$ cat src/design/rhsv_pkg.sv
`timescale 1ns / 1ps

package rhsv_pkg;

  // Number of quotient bits, one per divider cell
  localparam int unsigned QBITS = 8;

  localparam logic [12:0] HUE_SECTOR    = 13'd30;
  localparam logic [7:0]  HUE_WRAP      = 8'd180;
  localparam logic [7:0]  HUE_GREEN_OFS = 8'd60;
  localparam logic [7:0]  HUE_BLUE_OFS  = 8'd120;

  typedef enum logic [1:0] {
    CH_RED,
    CH_GREEN,
    CH_BLUE
  } chan_t;

  // Everything one pipeline stage carries for an item
  typedef struct packed {
    logic [15:0] hrem;  // hue partial remainder
    logic [14:0] hdiv;  // hue divisor, aligned to the current quotient bit
    logic [7:0]  hq;    // hue quotient bits so far
    logic [15:0] srem;  // saturation partial remainder
    logic [14:0] sdiv;  // saturation divisor, aligned
    logic [7:0]  sq;    // saturation quotient bits so far
    logic [7:0]  mx;
    chan_t       chan;
    logic        neg;   // hue difference is negative
    logic        grey;  // spread is zero
  } word_t;

endpackage

$ cat src/design/rhsv_front.sv
`timescale 1ns / 1ps

module rhsv_front (
  input  logic               clk,
  input  logic               rst_n,
  input  logic               valid_in,
  output logic               ready_up,
  input  logic [7:0]         red,
  input  logic [7:0]         green,
  input  logic [7:0]         blue,
  output logic               valid_out,
  input  logic               ready_dn,
  output rhsv_pkg::word_t    word_out
);

  logic            valid_r, valid_nxt;
  rhsv_pkg::word_t word_r, word_nxt;

  logic [7:0]        mx, mn, d, x, y, diff;
  rhsv_pkg::chan_t   chan;
  logic [12:0]       hnum;
  logic [15:0]       snum;

  always_comb begin
    if (red >= green && red >= blue) begin
      chan = rhsv_pkg::CH_RED;
      mx   = red;
      x    = green;
      y    = blue;
    end else if (green >= blue) begin
      chan = rhsv_pkg::CH_GREEN;
      mx   = green;
      x    = blue;
      y    = red;
    end else begin
      chan = rhsv_pkg::CH_BLUE;
      mx   = blue;
      x    = red;
      y    = green;
    end
  end

  always_comb begin
    mn = (red < green) ? red : green;
    if (blue < mn) begin
      mn = blue;
    end
  end

  assign d    = mx - mn;
  assign diff = (x >= y) ? (x - y) : (y - x);
  assign hnum = {5'd0, diff} * rhsv_pkg::HUE_SECTOR;
  // 255 * d as a shift and subtract
  assign snum = {d, 8'd0} - {8'd0, d};

  always_comb begin
    word_nxt.hrem = {3'd0, hnum};
    word_nxt.hdiv = {d, 7'd0};
    word_nxt.hq   = '0;
    word_nxt.srem = snum;
    word_nxt.sdiv = {mx, 7'd0};
    word_nxt.sq   = '0;
    word_nxt.mx   = mx;
    word_nxt.chan = chan;
    word_nxt.neg  = (x < y);
    word_nxt.grey = (d == 8'd0);
  end

  assign ready_up  = !valid_r || ready_dn;
  assign valid_nxt = ready_up ? valid_in : valid_r;

  always_ff @(posedge clk) begin
    if (!rst_n) begin
      valid_r <= 1'b0;
    end else begin
      valid_r <= valid_nxt;
    end
  end

  always_ff @(posedge clk) begin
    if (ready_up && valid_in) begin
      word_r <= word_nxt;
    end
  end

  assign valid_out = valid_r;
  assign word_out  = word_r;

endmodule

$ cat src/design/rhsv_cell.sv
`timescale 1ns / 1ps

// One restoring-division step for both the hue and the saturation quotient
module rhsv_cell (
  input  logic               clk,
  input  logic               rst_n,
  input  logic               valid_in,
  output logic               ready_up,
  input  rhsv_pkg::word_t    word_in,
  output logic               valid_out,
  input  logic               ready_dn,
  output rhsv_pkg::word_t    word_out
);

  logic            valid_r, valid_nxt;
  rhsv_pkg::word_t word_r, word_nxt;
  logic            hge, sge;

  assign hge = word_in.hrem >= {1'b0, word_in.hdiv};
  assign sge = word_in.srem >= {1'b0, word_in.sdiv};

  always_comb begin
    word_nxt      = word_in;
    word_nxt.hrem = hge ? (word_in.hrem - {1'b0, word_in.hdiv}) : word_in.hrem;
    word_nxt.hdiv = word_in.hdiv >> 1;
    word_nxt.hq   = {word_in.hq[6:0], hge};
    word_nxt.srem = sge ? (word_in.srem - {1'b0, word_in.sdiv}) : word_in.srem;
    word_nxt.sdiv = word_in.sdiv >> 1;
    word_nxt.sq   = {word_in.sq[6:0], sge};
  end

  assign ready_up  = !valid_r || ready_dn;
  assign valid_nxt = ready_up ? valid_in : valid_r;

  always_ff @(posedge clk) begin
    if (!rst_n) begin
      valid_r <= 1'b0;
    end else begin
      valid_r <= valid_nxt;
    end
  end

  always_ff @(posedge clk) begin
    if (ready_up && valid_in) begin
      word_r <= word_nxt;
    end
  end

  assign valid_out = valid_r;
  assign word_out  = word_r;

endmodule

$ cat src/design/rhsv_back.sv
`timescale 1ns / 1ps

module rhsv_back (
  input  logic               clk,
  input  logic               rst_n,
  input  logic               valid_in,
  output logic               ready_up,
  input  rhsv_pkg::word_t    word_in,
  output logic               out_valid,
  input  logic               out_stall,
  output logic [7:0]         out_hue,
  output logic [7:0]         out_saturation,
  output logic [7:0]         out_value
);

  logic       valid_r, valid_nxt;
  logic [7:0] hue_r, hue_nxt;
  logic [7:0] sat_r, sat_nxt;
  logic [7:0] val_r, val_nxt;
  logic [7:0] base;
  logic       rem_nz;

  assign rem_nz = (word_in.hrem != 16'd0);

  always_comb begin
    case (word_in.chan)
      rhsv_pkg::CH_RED:   base = rhsv_pkg::HUE_WRAP;
      rhsv_pkg::CH_GREEN: base = rhsv_pkg::HUE_GREEN_OFS;
      rhsv_pkg::CH_BLUE:  base = rhsv_pkg::HUE_BLUE_OFS;
      default:            base = 8'd0;
    endcase
  end

  // Floor of a negative quotient steps one further down when the division is inexact
  always_comb begin
    if (word_in.grey) begin
      hue_nxt = 8'd0;
    end else if (word_in.neg) begin
      hue_nxt = base - word_in.hq - {7'd0, rem_nz};
    end else if (word_in.chan == rhsv_pkg::CH_RED) begin
      hue_nxt = word_in.hq;
    end else begin
      hue_nxt = base + word_in.hq;
    end
  end

  assign sat_nxt = (word_in.mx == 8'd0) ? 8'd0 : word_in.sq;
  assign val_nxt = word_in.mx;

  assign ready_up  = !valid_r || !out_stall;
  assign valid_nxt = ready_up ? valid_in : valid_r;

  always_ff @(posedge clk) begin
    if (!rst_n) begin
      valid_r <= 1'b0;
    end else begin
      valid_r <= valid_nxt;
    end
  end

  always_ff @(posedge clk) begin
    if (ready_up && valid_in) begin
      hue_r <= hue_nxt;
      sat_r <= sat_nxt;
      val_r <= val_nxt;
    end
  end

  assign out_valid      = valid_r;
  assign out_hue        = hue_r;
  assign out_saturation = sat_r;
  assign out_value      = val_r;

endmodule

$ cat src/design/rgb_to_hsv_8bit_core.sv
`timescale 1ns / 1ps

// RGB to HSV converter, 8 bits per channel, hue in two-degree steps (0..179).
// Input channel: in_valid / in_stall with in_red, in_green, in_blue. An item
// is taken on a rising edge with in_valid high and in_stall low.
// Result channel: out_valid / out_stall with out_hue, out_saturation,
// out_value, taken on a rising edge with out_valid high and out_stall low.
// The path is 10 register stages: one stage forms max, min, spread and
// numerators, a row of 8 division cells produces one quotient bit each for hue
// and saturation, and a final stage applies the hue offset and registers the
// result. out_valid rises once the item has passed the front stage, every
// division cell and the final stage. Throughput is one item per cycle while
// out_stall is low. Each stage has its own valid bit and takes a new item
// whenever it is empty or its successor moves on, so bubbles close up while
// the receiver stalls; in_stall rises only once every stage holds an item and
// out_stall is high. A held result stays stable until taken. Synchronous
// active-low reset empties every stage; payload registers are not reset.
module rgb_to_hsv_8bit_core (
  input  logic       clk,
  input  logic       rst_n,
  input  logic       in_valid,
  output logic       in_stall,
  input  logic [7:0] in_red,
  input  logic [7:0] in_green,
  input  logic [7:0] in_blue,
  output logic       out_valid,
  input  logic       out_stall,
  output logic [7:0] out_hue,
  output logic [7:0] out_saturation,
  output logic [7:0] out_value
);

  logic            front_ready;
  logic            valid_chain [rhsv_pkg::QBITS+1];
  logic            ready_chain [rhsv_pkg::QBITS+1];
  rhsv_pkg::word_t word_chain  [rhsv_pkg::QBITS+1];

  rhsv_front u_front (
    .clk       (clk),
    .rst_n     (rst_n),
    .valid_in  (in_valid),
    .ready_up  (front_ready),
    .red       (in_red),
    .green     (in_green),
    .blue      (in_blue),
    .valid_out (valid_chain[0]),
    .ready_dn  (ready_chain[0]),
    .word_out  (word_chain[0])
  );

  assign in_stall = !front_ready;

  for (genvar i = 0; i < rhsv_pkg::QBITS; i++) begin : g_cell
    rhsv_cell u_cell (
      .clk       (clk),
      .rst_n     (rst_n),
      .valid_in  (valid_chain[i]),
      .ready_up  (ready_chain[i]),
      .word_in   (word_chain[i]),
      .valid_out (valid_chain[i+1]),
      .ready_dn  (ready_chain[i+1]),
      .word_out  (word_chain[i+1])
    );
  end

  rhsv_back u_back (
    .clk            (clk),
    .rst_n          (rst_n),
    .valid_in       (valid_chain[rhsv_pkg::QBITS]),
    .ready_up       (ready_chain[rhsv_pkg::QBITS]),
    .word_in        (word_chain[rhsv_pkg::QBITS]),
    .out_valid      (out_valid),
    .out_stall      (out_stall),
    .out_hue        (out_hue),
    .out_saturation (out_saturation),
    .out_value      (out_value)
  );

`ifndef SYNTH
  a_hue_range: assert property (@(posedge clk) disable iff (!rst_n)
    out_valid |-> (out_hue < rhsv_pkg::HUE_WRAP))
    else $error("hue out of range");

  a_black_sat: assert property (@(posedge clk) disable iff (!rst_n)
    (out_valid && out_value == 8'd0) |-> (out_saturation == 8'd0))
    else $error("saturation non-zero on black item");

  a_stall_full: assert property (@(posedge clk) disable iff (!rst_n)
    in_stall |-> (out_valid && out_stall && valid_chain[0]))
    else $error("input stalled with room in the pipeline");

  a_hold: assert property (@(posedge clk) disable iff (!rst_n)
    (out_valid && out_stall) |-> !ready_chain[rhsv_pkg::QBITS])
    else $error("last stage ready while result held");
`endif

endmodule

$ cat config.mk
export PLATFORM = sky130hd
export DESIGN_NAME = rgb_to_hsv_8bit_core
export DESIGN_NICKNAME = d
export VERILOG_FILES = /design/src/design/rhsv_pkg.sv /design/src/design/rhsv_front.sv /design/src/design/rhsv_cell.sv /design/src/design/rhsv_back.sv /design/src/design/rgb_to_hsv_8bit_core.sv
export SDC_FILE = /design/constraint.sdc
export NUM_CORES = 1
export LEC_CHECK = 0
export ABC_AREA = 1
export BUFFER_PORTS_ARGS = -buffer_cell sky130_fd_sc_hd__buf_2
export CORE_MARGIN = 2
export CORE_UTILIZATION = 40
export CTS_BUF_LIST = sky130_fd_sc_hd__clkbuf_2
export CTS_CLUSTER_SIZE = 30
export DETAILED_ROUTE_END_ITERATION = 8
export SLEW_MARGIN = 20
export SYNTH_ARGS = -nofsm -noshare
export SYNTH_HDL_FRONTEND = slang
export SYNTH_SLANG_ARGS = --single-unit
$ cat constraint.sdc
create_clock -name clk -period 20.8 [get_ports clk]
set_input_delay 2.08 -clock clk [delete_from_list [all_inputs] [get_ports clk]]
set_output_delay 2.08 -clock clk [all_outputs]
set_load 0.01 [all_outputs]
Word level (Yosys, flattened, before mapping)
Index checks and enable logic that the tools add are counted.
Widths: inputs -> output; s select.
{"block": "classes", "n_reduce_logical": 37, "div_mod_pow": 0, "addsub": 22, "n_bitwise": 0, "n_lt_le_gt_ge": 23, "shift": 0, "muxes": 28, "mul": 1, "n_eq_ne": 2}
{"cell": "$mux 16", "count": 14}
{"cell": "$mux 8", "count": 11}
{"cell": "$ge 16x10->1", "count": 2}
{"cell": "$ge 16x11->1", "count": 2}
{"cell": "$ge 16x12->1", "count": 2}
{"cell": "$ge 16x13->1", "count": 2}
{"cell": "$ge 16x14->1", "count": 2}
{"cell": "$ge 16x8->1", "count": 2}
{"cell": "$ge 16x9->1", "count": 2}
{"cell": "$ge 8x8->1", "count": 4}
{"cell": "$sub 16x10->16", "count": 2}
{"cell": "$sub 16x11->16", "count": 2}
{"cell": "$sub 16x12->16", "count": 2}
{"cell": "$sub 16x13->16", "count": 2}
{"cell": "$sub 16x14->16", "count": 2}
{"cell": "$sub 16x8->16", "count": 2}
{"cell": "$sub 16x9->16", "count": 2}
{"cell": "$sub 8x8->8", "count": 4}
{"cell": "$lt 8x8->1", "count": 3}
{"cell": "$pmux 8 s3", "count": 1}
{"cell": "$ge 16x15->1", "count": 1}
{"cell": "$logic_not 8->1", "count": 2}
{"cell": "$reduce_bool 16->1", "count": 1}
{"cell": "$sub 13x15->16", "count": 1}
{"cell": "13 further kinds", "count": 43}
{"block": "word_totals", "reg_bits": 546, "mem_count": 0, "romBits": 0, "ramBits": 0, "output_inout_bits": 26, "latchBits": 0}

Longest topological paths before layout
Gate-level depths: netlist of the first run.
{"block": "depth", "ltp_word": 12, "ltp_mapped": 41, "mapped_depth_nobuf": 40}

Modules after synthesis
Synthesis of the first run repeated with hierarchy kept, for this count alone.
{"block": "hier_totals", "hier_cells": 5816, "area_unflattened_um2": 49137.1}
{"mod": "rhsv_cell", "cells_each": 625, "instances": 8, "area_per_inst_um2": 5275.1}
{"mod": "rhsv_front", "cells_each": 612, "instances": 1, "area_per_inst_um2": 5177.5}
{"mod": "rhsv_back", "cells_each": 203, "instances": 1, "area_per_inst_um2": 1755.4}
{"mod": "rgb_to_hsv_8bit_core", "cells_each": 1, "instances": 1, "area_per_inst_um2": 3.8}

Worst setup path after synthesis of the first run
OpenSTA, ideal clock, no wires.
{"block": "synth_timing", "path_kind": "input-to-reg", "startpoint": "in in_blue[7]", "endpoint": "reg u_front.word_r, in the netlist u_front.word_out[85], data pin", "t_arrival_ns": 7.779, "slack_ns": 12.764, "n_path_buf": 1, "setup_time_ns": 0.257, "cell_stages": 34, "path_cell_list": "inv_1 > ha_1 > nand2_1 > nor2_1 > nand4_1 > o2111ai_1 > nand2_1 > nand2_2 > inv_1 > buf_2 > a221oi_1 > inv_1 > ha_1 > fa_1 > o21ai_1 > nand2_1 > nand3_4 > inv_2 > or2_2 > o21ai_0 > inv_1 > fa_1 > fa_1 > inv_1 > fa_1 > nand3_1 > nand2_1 > a21oi_1 > inv_1 > a21oi_1 > nor2_1 > o21ai_0 > nand2_1 > xor2_1"}
{"block": "synth_via", "elab_chain_len": 6}
{"item": "from (decl)", "line": "rgb_to_hsv_8bit_core.sv:25", "text": "input logic [7:0] in_blue,"}
{"item": "$ge 8x8->1, on equally long branches", "line": "rhsv_front.sv:30, rhsv_front.sv:25"}
{"item": "$mux 8 or $logic_and 1x1->1 (tied branches)", "line": "rhsv_front.sv:30, rhsv_front.sv:25"}
{"item": "$mux 8", "line": "rhsv_front.sv:25", "text": "if (red >= green && red >= blue) begin"}
{"item": "$sub 8x8->8 or $ge 8x8->1 (tied branches)", "line": "rhsv_front.sv:51", "text": "assign diff = (x >= y) ? (x - y) : (y - x);"}
{"item": "$mux 8 *", "line": "rhsv_front.sv:51"}
{"item": "$mul 8x4->12 *", "line": "rhsv_front.sv:52", "text": "assign hnum = {5'd0, diff} * rhsv_pkg::HUE_SECTOR;"}
{"item": "named net u_front.hnum[11]", "line": "rhsv_front.sv:21", "text": "logic [12:0] hnum;"}
{"item": "to (signal assigned)", "line": "rhsv_front.sv:82", "text": "word_r <= word_nxt;"}
{"item": "to (decl)", "line": "rhsv_front.sv:17", "text": "rhsv_pkg::word_t word_r, word_nxt;"}
The timed path passes the listed nets; every way through them passes the cells marked *.
A chain may end at the register's enable or synchronous reset.

Worst setup path in the final report of the first run
Same ends and word-level chain as after synthesis.

==> metrics, run 1 <==
hold buffer count at CTS=0; Hold Crit Start=g_cell[4].u_cell.word_out[14]$_DFFE_PP_; critical path launch point type=input pin; Buf/Inv on CP=8; Synth top area share=a little under three fifths; Post-Route Setup TNS=0 ps; wire length per cell=approximately 13 microns; Initial Util=40.3%; Global Route met3 Usage=2.73%; Clock Tree Root=clkbuf_2; Hold EP=g_cell[5].u_cell.word_out[15]$_DFFE_PP_; Peak VDD IR=~0.12 mV; CP dominant cell by count=inv_1; Chip Width=between 200 and 300 microns; Total Power=3300 uW; Layout area overhead=9.70%; Sink Count=531; RD Place Congestion=0.856; leakage=0.0129 uW; min Tclk post-route=about 8600 ps; most crowded layer after global routing=met2; detailed-route via count=18200; routing usage on met2=26.6%; max cap viols=0; GR met1 Demand/Resource=14.6%; number of hold violations in the final report=0; slowest stage delay, CP=580 ps; Setup Viol. Count Final=0; critical-path maximum fanout=25; H-tree levels=4; vias per inst=~4.8; DRT Pass-1 Iters=5; power per cell area=107 mW/mm^2; Crit Reg-Reg Startpoint=u_back.out_valid$_SDFFE_PN0P_; min-delay worst type=register to register; clock skew=88.9 ps; required time of the critical path=21590 ps; # Post-CTS Setup Buffers=0; gr ovfl total=0; slowest CP cell=nand2_1; WP data arrival=between 9000 and 10000 ps; Net Count, Synth=2901; Most used DFF post-synth=edfxtp_1; Fin Hold WS=around 390 ps; I/O Buffers=53; number of CTS-inserted buffers=134; post-synthesis sequential area ratio=56.3%; Mapped Area=0.0281 sq mm; unrepaired setup endpoints after global routing=false; number of library cell types mapped by synthesis=65; top-count cell post-synth=edfxtp_1; placed inst area=0.0296 sq mm; Critical R2R Capture=u_front.word_out[0]$_DFFE_PP_; cell taking the most area after synthesis=edfxtp_1; die height=about 270 microns; hold path depth=0; NumNets Final=3071; CORE AREA=0.0699 sq mm; Synth Register Bits=approximately 530; I/O pins=54; asr flop ratio synth=0%; clock-pin slew on the worst setup and hold paths=90 ps; crit path kind=input pin to register; CTS tree=done; dpl hpwl=39.0 mm; number of flops mapped to enable cells by yosys=521; Die Area=slightly above 0.07 sq mm; post-CTS sizing=0; Syn Area/Cell=roughly 11 sq um; most frequent cells after synthesis=521 x edfxtp_1, 431 x inv_1, 371 x nand2_1; Synth area leaders=edfxtp_1 56%, ha_1 9.6%, inv_1 5.7%, nand2_1 4.9%, a21oi_1 3.7%; setup slack, reg-to-reg=17610 ps; f_max=around 0.12 GHz; critical path capture point type=register; Slew headroom=between 30 and 40%; layout cell share with drive strength beyond 1=a little under an eighth; Initial DRC Count=699; Worst Tran Pin Value=1040 ps; Tcrit/Tclk final=41.2%; Routed Wire Length=about 51 mm; largest net degree at the start of global routing=65; status=completed; synth warn=0; cells on worst reg2reg path=19; antenna viol nets, final=0; Clock Latency Late Sink=1090 ps; post-synthesis cell count=around 2600; CP top delay family=adder cells; post-route cell area=just over 0.03 sq mm; Core Rows=97; number of global-route vias before repair=18800; Global Route Usage Sum=14.1%; Max clock buf depth=3; first-pass GRT wire length=85.1 mm; Core Util, Final=44.2%; number of remaining DRC errors=0; initial antenna violation count=1; Max Slew Vio Count=0
[worst max-delay path by stage]
| stage | start | endpoint | slack [ps] | depth (start not counted) |
|---|---|---|---|---|
| after floorplan | in_blue[7] | u_front.word_out[85]$_DFFE_PP_ | 12760 | 34 |
| after global placement | in_blue[7] | u_front.word_out[85]$_DFFE_PP_ | 11360 | 34 |
| after detailed placement | in_blue[7] | u_front.word_out[85]$_DFFE_PP_ | 11110 | 34 |
| after CTS | in_blue[7] | u_front.word_out[85]$_DFFE_PP_ | 12330 | 34 |
| after global routing | in_blue[7] | u_front.word_out[86]$_DFFE_PP_ | 11710 | 37 |
| final | in_blue[7] | u_front.word_out[85]$_DFFE_PP_ | 12230 | 34 |
[metal layers]
| layer | part of all wire, % | routed length, microns |
|---|---|---|
| met4 | 3.9 | 1970 |
| met3 | 3.7 | 1850 |
| met2 | 53 | 26600 |
| met1 | 40 | 20100 |
| met5 | 0 | 0 |
[where the power goes]
part	leakage (uW)	switching, uW	internal [uW]	total [uW]
sequential	0.00482	39.7	1340	1380
combinational	0.00710	723	473	1200
clock	0.000979	399	327	726
total	0.0129	1160	2140	3300
[through the flow]
| step | cells | worst slack [ps] |
|---|---|---|
| after floorplan | 2627 | 12760 |
| after global placement | 3601 | 11360 |
| after detailed placement | 3601 | 11110 |
| after CTS | 3836 | 12330 |
| after global routing | 3837 | 11710 |
| final | 3837 | 12230 |
[state kept, by name (all words and copies together) (netlist names)]
register,flops
g_cell.u_cell.valid_out,8
g_cell.u_cell.word_out,450
u_back.out_hue,8
u_back.out_saturation,8
u_back.out_valid,1
u_back.out_value,8
u_front.valid_out,1
u_front.word_out,47
[layout make-up]
class | instances | area, sq um
diodes | 1 | 2.50
clock buffers | 195 | 976
clock inverters | 40 | 337
fillers | 6580 | 39000
inverters | 441 | 1660
multi-input cells | 1626 | 10500
flip-flops and latches | 531 | 15800
well taps | 940 | 1180
repair buffers | 63 | 340
[worst reg2reg max path, delay by kind of cell, from the launching register on]
kind                   cells  cell delay, ps
buffers and inverters      8             920
DFF                        1             360
and+or+nand+nor           11            1470
[cell usage in the layout, fill, tap and decap left out, types with 16 or more instances in the layout]
master and n:
edfxtp_1 521, inv_1 427, nand2_1 371, ha_1 217, nor2_1 212, a21oi_1 205, clkbuf_2 195, o21ai_0 152
xor2_1 80, nand3_1 72, xnor2_1 69, buf_2 53, fa_1 29, nor3_1 28, nor4_1 24, clkinv_1 20
a221oi_1 18, nand4_1 16
[logic make-up after synthesis]
| family | synth area share (%) |
|---|---|
| buffers and inverters | 6.36 |
| muxes | 0.169 |
| adders and majority gates | 11.7 |
| DFF | 56.3 |
| and+or+nand+nor | 11.7 |
| xor gates and xnor gates | 4.81 |
| AOI/OAI and AO/OA | 8.92 |
(Power assumes the default switching activity.)
==> run 2, diff against run 1 <==
==> constraint.sdc (replaced) <==
create_clock -name clk -period 7.45 [get_ports clk]
set_input_delay 0.745 -clock clk [delete_from_list [all_inputs] [get_ports clk]]
set_output_delay 0.745 -clock clk [all_outputs]
set_load 0.01 [all_outputs]
==> metrics, run 2 (synthesis results as in run 1) <==
max cap viols=0 (unchanged); crit path kind=input pin to register (unchanged); dpl cells=3611 (was 3601); Slew headroom=30.7% (was 30.4%); max FFs per register=450 (unchanged); number of CTS-inserted buffers=132 (was 134); Die Area=0.0725 sq mm (unchanged); largest net degree at the start of global routing=65 (unchanged); WP data arrival=7020 ps (was 9370 ps); Global Route Usage Sum=13.9% (was 14.1%); clock skew=77.4 ps (was 88.9 ps); Tcrit/Tclk final=a little over four fifths; fin cells=3843 (was 3837); H-tree levels=4 (unchanged); CTS tree=done (unchanged); Hold Crit Start=in_red[0] (was g_cell[4].u_cell.word_out[14]$_DFFE_PP_); Layout area overhead=9.81% (was 9.70%); required time of the critical path=8270 ps (was 21590 ps); Worst Tran Pin Value=1040 ps (about the same); I/O Buffers=53 (unchanged); critical-path maximum fanout=12 (was 25); commonest non-fill, non-tap cell in the layout=edfxtp_1 (unchanged); detailed-route via count=18200 (about the same); Initial DRC Count=629 (was 699); power per cell area=297 mW/mm^2 (was 107 mW/mm^2); wire length per cell=13.1 microns (was 13.2 microns); Crit Reg-Reg Startpoint=u_back.out_valid$_SDFFE_PN0P_ (unchanged); cells on worst reg2reg path=19 (unchanged); Sink Count=531 (unchanged); Setup Viol. Count Final=0 (unchanged); Clock Latency Late Sink=1080 ps (was 1090 ps); Total Power=9180 uW (was 3300 uW); most frequent cells in the layout=521 x edfxtp_1, 427 x inv_1, 371 x nand2_1 (unchanged); Hold EP=u_front.word_out[27]$_DFFE_PP_ (was g_cell[5].u_cell.word_out[15]$_DFFE_PP_); Chip Width=269 microns (unchanged); Routed Wire Length=50.2 mm (was 50.5 mm); die height=269 microns (unchanged); gr ovfl total=0 (unchanged); min-delay worst type=input pin to register (was register to register); number of remaining DRC errors=0 (unchanged); Peak VDD IR=0.579 mV (was 0.122 mV); hold path depth=3 (was 0); Max Slew Vio Count=0 (unchanged); Clock Tree Root=clkbuf_2 (unchanged); CORE AREA=0.0699 sq mm (unchanged); critical path launch point type=input pin (unchanged); Post-Route Setup TNS=0 ps (unchanged); slowest CP cell=a221oi_1 (was nand2_1); Setup crit start=in_blue[7] (unchanged); layout cell share with drive strength beyond 1=11.4% (was 11.7%); Core Rows=97 (unchanged); status=completed (unchanged); clock-pin slew on the worst setup and hold paths=120 ps (was 90 ps); NumNets Final=3084 (was 3071); leakage=0.0129 uW (about the same); number of hold violations in the final report=0 (unchanged); Critical R2R Capture=u_front.word_out[70]$_DFFE_PP_ (was u_front.word_out[0]$_DFFE_PP_); slowest stage delay, CP=530 ps (was 580 ps); initial antenna violation count=1 (unchanged); first-pass GRT wire length=84.5 mm (was 85.1 mm); min Tclk post-route=6200 ps; setup slack, reg-to-reg=4250 ps (was 17610 ps); f_max=0.161 GHz; number of global-route vias before repair=18600 (was 18800); worst setup margin=1250 ps (was 12230 ps); antenna viol nets, final=0 (unchanged); dpl hpwl=38.6 mm (was 39.0 mm); dpl ws=158 ps (was 11110 ps); I/O pins=54 (unchanged); post-CTS sizing=0 (unchanged); RD Place Congestion=0.869 (was 0.856); critical path capture point type=register (unchanged); DRT Pass-1 Iters=5 (unchanged); Initial Util=40.3% (unchanged); vias per inst=4.74 (was 4.76); unrepaired setup endpoints after global routing=false (unchanged); CP dominant cell by count=nand2_1 (was inv_1); Max clock buf depth=3 (unchanged); # Post-CTS Setup Buffers=0 (unchanged)
==> run 2: cell count changes in the layout (fill, tap and decap cells not counted), sizes merged <==
| cell | delta |
|---|---|
| bufinv | -1 |
| clkbuf | -13 |
| buf | +10 |
| inv | +1 |
| clkinv | +5 |
| clkinvlp | -1 |
| dlygate4sd3 | +5 |
==> run 2: timing repair <==
item                                    in CTS  in global routing
hold buffers                                 5                  0
endpoints found under the hold margin       10                  0
endpoints found under the setup margin       0                  0
==> run 2: layout make-up <==
| class | count | area [sq um] |
|---|---|---|
| Multi-Input combinational cell | 1626 | 10500 |
| Sequential cell | 531 | 15800 |
| Tap cell | 940 | 1180 |
| Clock inverter | 44 | 309 |
| Clock buffer | 182 | 911 |
| Fill cell | 6531 | 39000 |
| Inverter | 441 | 1660 |
| Timing Repair Buffer | 78 | 465 |
| Antenna cell | 1 | 2.50 |
==> run 2: worst max-delay path, delay by kind of cell <==
family / cells / cell delay, ps
AOI/OAI and AO/OA: 10 / 1880
xor gates and xnor gates: 3 / 590
buffers and inverters: 7 / 770
and+or+nand+nor: 13 / 1170
adders and majority gates: 5 / 1860
==> run 2: layer usage <==
layer	wire length, microns	track usage [%]	vias to the layer above
li1	-	-	9447
met1	20300	14.9	8314
met2	26300	26.2	321
met3	1800	2.59	137
met4	1720	6.75	0
met5	0	0	-
==> run 2: power by group <==
part	switching [uW]	internal (uW)	leakage, uW
Combinational	2060	1330	0.00717
Clock	1110	834	0.000913
Sequential	117	3740	0.00482
Total	3280	5900	0.0129
==> run 2: worst max path at each step <==
stage / cells past startpoint / to / slack (ps)
after floorplan: 34 / u_front.word_out[85]$_DFFE_PP_ / 750
after global placement: 34 / u_front.word_out[85]$_DFFE_PP_ / 240
after detailed placement: 38 / u_front.word_out[86]$_DFFE_PP_ / 160
after CTS: 38 / u_front.word_out[86]$_DFFE_PP_ / 1390
after global routing: 38 / u_front.word_out[86]$_DFFE_PP_ / 610
final: 38 / u_front.word_out[86]$_DFFE_PP_ / 1250
==> run 2: through the flow <==
| step | util, % | hold slack, ps | cell area (sq um) |
|---|---|---|---|
| 3_5_place_dp | 42.4 | 405 | 29600 |
| 3_3_place_gp | 42.4 | 401 | 29600 |
| 4_1_cts | 44.2 | 13.4 | 30900 |
| 6_report | 44.2 | 179 | 30900 |
| 5_1_grt | 44.2 | 85.9 | 30900 |
| 2_1_floorplan | - | 400 | 28100 |
==> run 3, diff against run 2 <==
--- a/config.mk
+++ b/config.mk
@@ -5,7 +5,7 @@
 export SDC_FILE = /design/constraint.sdc
 export NUM_CORES = 1
 export LEC_CHECK = 0
-export ABC_AREA = 1
+export ABC_AREA = 0
 export BUFFER_PORTS_ARGS = -buffer_cell sky130_fd_sc_hd__buf_2
 export CORE_MARGIN = 2
 export CORE_UTILIZATION = 40
==> constraint.sdc (replaced) <==
create_clock -name clk -period 5.17 [get_ports clk]
set_input_delay 0.517 -clock clk [delete_from_list [all_inputs] [get_ports clk]]
set_output_delay 0.517 -clock clk [all_outputs]
set_load 0.01 [all_outputs]
==> metrics, run 3 <==
Mapped Area=0.0281 sq mm (unchanged); Global Route Usage Sum=14.2% (was 13.9%); fin cells=3765 (was 3843); die height=269 microns (unchanged); Setup Viol. Count Final=4 (was 0); DRT Pass-1 Iters=5 (unchanged); Worst Tran Pin Value=1010 ps (was 1040 ps); setup slack, reg-to-reg=1690 ps (was 4250 ps); status=complete, but fails checks (was completed); initial antenna violation count=1 (unchanged); dpl ws=-1630 ps (was 158 ps); Core Util, Final=47.3% (was 44.2%); post-synthesis cell count=2345 (was 2627); number of flops mapped to enable cells by yosys=521 (unchanged); Clock Tree Root=clkbuf_2 (unchanged); slowest stage delay, CP=550 ps (was 530 ps); instance count on the critical path=32 (was 38); Synth Register Bits=531 (unchanged); Total Power=15100 uW (was 9180 uW); crit path to=u_front.word_out[86]$_DFFE_PP_ (unchanged); critical path launch point type=input pin (unchanged); min Tclk post-route=roughly 5400 ps; Crit Reg-Reg Startpoint=g_cell[7].u_cell.word_out[2]$_DFFE_PP_ (was u_back.out_valid$_SDFFE_PN0P_); unrepaired setup endpoints after global routing=true (was false); Sink Count=531 (unchanged); f_max=0.184 GHz; worst setup margin=-274 ps (was 1250 ps); Layout area overhead=17.6% (was 9.81%); wire length per cell=13.4 microns (was 13.1 microns); Comb power frac=46.2% (was 36.9%); post-synthesis sequential area ratio=56.3% (unchanged); Die Area=0.0725 sq mm (unchanged); Buf/Inv on CP=6 (was 7); synth warn=0 (unchanged); crit path kind=input pin to register (unchanged); top-count cell post-synth=edfxtp_1 (unchanged); asr flop ratio synth=0% (unchanged); Clock Power Share=17.5% (was 21.1%); commonest non-fill, non-tap cell in the layout=edfxtp_1 (unchanged); number of global-route vias before repair=19100 (was 18600); Internal=10200 uW (was 5900 uW); Max Slew Vio Count=0 (unchanged); Net Switching=4970 uW (was 3280 uW); leakage=0.0133 uW (was 0.0129 uW); clock skew=84.3 ps (was 77.4 ps); Tcrit/Tclk final=105%; Routed Wire Length=50.6 mm (was 50.2 mm); clock-pin slew on the worst setup and hold paths=90 ps (was 120 ps); CTS tree=done (unchanged); Core Rows=97 (unchanged); slowest CP cell=fa_1 (was a221oi_1); CP top delay family=compound AO/OA/AOI/OAI gates (unchanged); Synth area leaders=edfxtp_1 56%, ha_1 9.6%, inv_1 3.7%, xnor2_1 2.8%, a21oi_1 2.7% (was edfxtp_1 56%, ha_1 9.6%, inv_1 5.7%, nand2_1 4.9%, a21oi_1 3.7%); dpl hpwl=38.5 mm (was 38.6 mm); cell taking the most area after synthesis=edfxtp_1 (unchanged); detailed-route via count=18100 (was 18200); Initial Util=40.3% (unchanged); Initial DRC Count=573 (was 629); number of library cell types mapped by synthesis=84 (was 65); critical path capture point type=register (unchanged); number of CTS-inserted buffers=133 (was 132); largest net degree at the start of global routing=65 (unchanged); Max clock buf depth=3 (unchanged); fillers=6351 (was 6531); NumNets Final=2997 (was 3084); WP data arrival=6350 ps (was 7020 ps); Most used DFF post-synth=edfxtp_1 (unchanged); layout cell share with drive strength beyond 1=20.9% (was 11.4%); min-delay worst type=input pin to register (unchanged); required time of the critical path=6080 ps (was 8270 ps); critical-path maximum fanout=7 (was 12); Slew headroom=32.5% (was 30.7%); number of remaining DRC errors=0 (unchanged); Synth top area share=55.6% (unchanged); I/O pins=54 (unchanged); Net Count, Synth=2619 (was 2901); Flop pwr share=36.4% (was 42.0%); Critical R2R Capture=u_back.out_hue[7]$_SDFFCE_PP0P_ (was u_front.word_out[70]$_DFFE_PP_); most frequent cells in the layout=521 x edfxtp_1, 269 x inv_1, 201 x ha_1 (was 521 x edfxtp_1, 427 x inv_1, 371 x nand2_1); antenna viol nets, final=0 (unchanged); H-tree levels=4 (unchanged); CORE AREA=0.0699 sq mm (unchanged); first-pass GRT wire length=85.6 mm (was 84.5 mm); max cap viols=0 (unchanged); max FFs per register=450 (unchanged); RD Place Congestion=0.850 (was 0.869); failing checks=negative setup slack; cells on worst reg2reg path=14 (was 19); Sw Ratio=32.9% (was 35.7%); Peak VDD IR=0.671 mV (was 0.579 mV); gr ovfl total=0 (unchanged); number of hold violations in the final report=0 (unchanged); Setup crit start=in_blue[0] (was in_blue[7]); I/O Buffers=53 (unchanged); vias per inst=4.82 (was 4.74); Clock Latency Late Sink=1220 ps (was 1080 ps); most frequent cells after synthesis=521 x edfxtp_1, 277 x inv_1, 217 x ha_1 (was 521 x edfxtp_1, 431 x inv_1, 371 x nand2_1); power per cell area=457 mW/mm^2 (was 297 mW/mm^2); Fin Hold WS=262 ps (was 179 ps); Syn Area/Cell=12.0 sq um (was 10.7 sq um); dpl cells=3481 (was 3611); Chip Width=269 microns (unchanged)
-- run 3: worst reg2reg max path: cells and delay by family (launching register included) --
kind            cells  cell delay, ps
flops               1             420
xor+xnor            1             160
fa+ha+maj           3             970
compound gates      7            1190
buf+inv             2             150
mux                 1             360
-- run 3: cell type report --
type / instances / area [sq um] / area share [%]
Antenna cell: 1 / 2.50 / 0.00756
Clock buffer: 179 / 896 / 2.71
Clock inverter: 57 / 282 / 0.851
Inverter: 277 / 1060 / 3.20
Multi-Input combinational cell: 1503 / 11800 / 35.5
Sequential cell: 531 / 15800 / 47.9
Tap cell: 940 / 1180 / 3.55
Timing Repair Buffer: 277 / 2080 / 6.28
-- run 3: metal layers --
| layer | wire (microns) | GRT usage [%] |
|---|---|---|
| met5 | 0 | 0 |
| met4 | 1570 | 7.32 |
| met3 | 1690 | 3.19 |
| met2 | 27000 | 26.6 |
| met1 | 20400 | 14.9 |
-- run 3: cells by family after synthesis --
| group | share of synthesized area, % |
|---|---|
| AND/OR/NAND/NOR | 10.5 |
| XOR/XNOR | 4.73 |
| flip-flops | 56.3 |
| multiplexers | 2.28 |
| AO/OA/AOI/OAI | 10.3 |
| adder cells (fa/ha/maj) | 11.7 |
| buffers and inverters | 4.18 |
-- run 3: worst min-delay path by stage --
stage / start / end / slack [ps] / cells after the start
CTS: in_blue[7] / u_front.word_out[0]$_DFFE_PP_ / 10 / 6
global route: in_green[0] / u_front.word_out[36]$_DFFE_PP_ / 90 / 6
finish: in_blue[7] / u_front.word_out[0]$_DFFE_PP_ / 260 / 6
global placement: g_cell[5].u_cell.word_out[52]$_DFFE_PP_ / g_cell[6].u_cell.word_out[53]$_DFFE_PP_ / 400 / 0
detailed placement: u_front.word_out[0]$_DFFE_PP_ / g_cell[0].u_cell.word_out[0]$_DFFE_PP_ / 400 / 0
floorplan: u_front.word_out[0]$_DFFE_PP_ / g_cell[0].u_cell.word_out[0]$_DFFE_PP_ / 400 / 0
-- run 3: metrics by stage --
step | setup TNS [ps] | area, sq um
2_1_floorplan | -8850 | 28500
3_3_place_gp | -18770 | 31200
3_5_place_dp | -21840 | 31200
4_1_cts | -15.4 | 32800
5_1_grt | -1120 | 33100
6_report | -705 | 33100
-- run 3: power by group through the flow --
stage,Combinational (uW),Clock (uW),Sequential (uW)
2_1_floorplan,4120,0,5540
3_3_place_gp,6200,0,5590
3_5_place_dp,6370,0,5600
4_1_cts,6520,2800,5510
5_1_grt,7850,3000,5530
6_report,6980,2640,5500
-- run 3: repair_timing --
action                                 in CTS  in global routing
hold buffers                               28                  0
cloned                                      1                  0
setup endpoints to repair                   4                  5
pin swaps                                   9                 29
gates resized for setup                    25                 30
setup buffers                               6                 11
endpoints found under the hold margin      92                  0
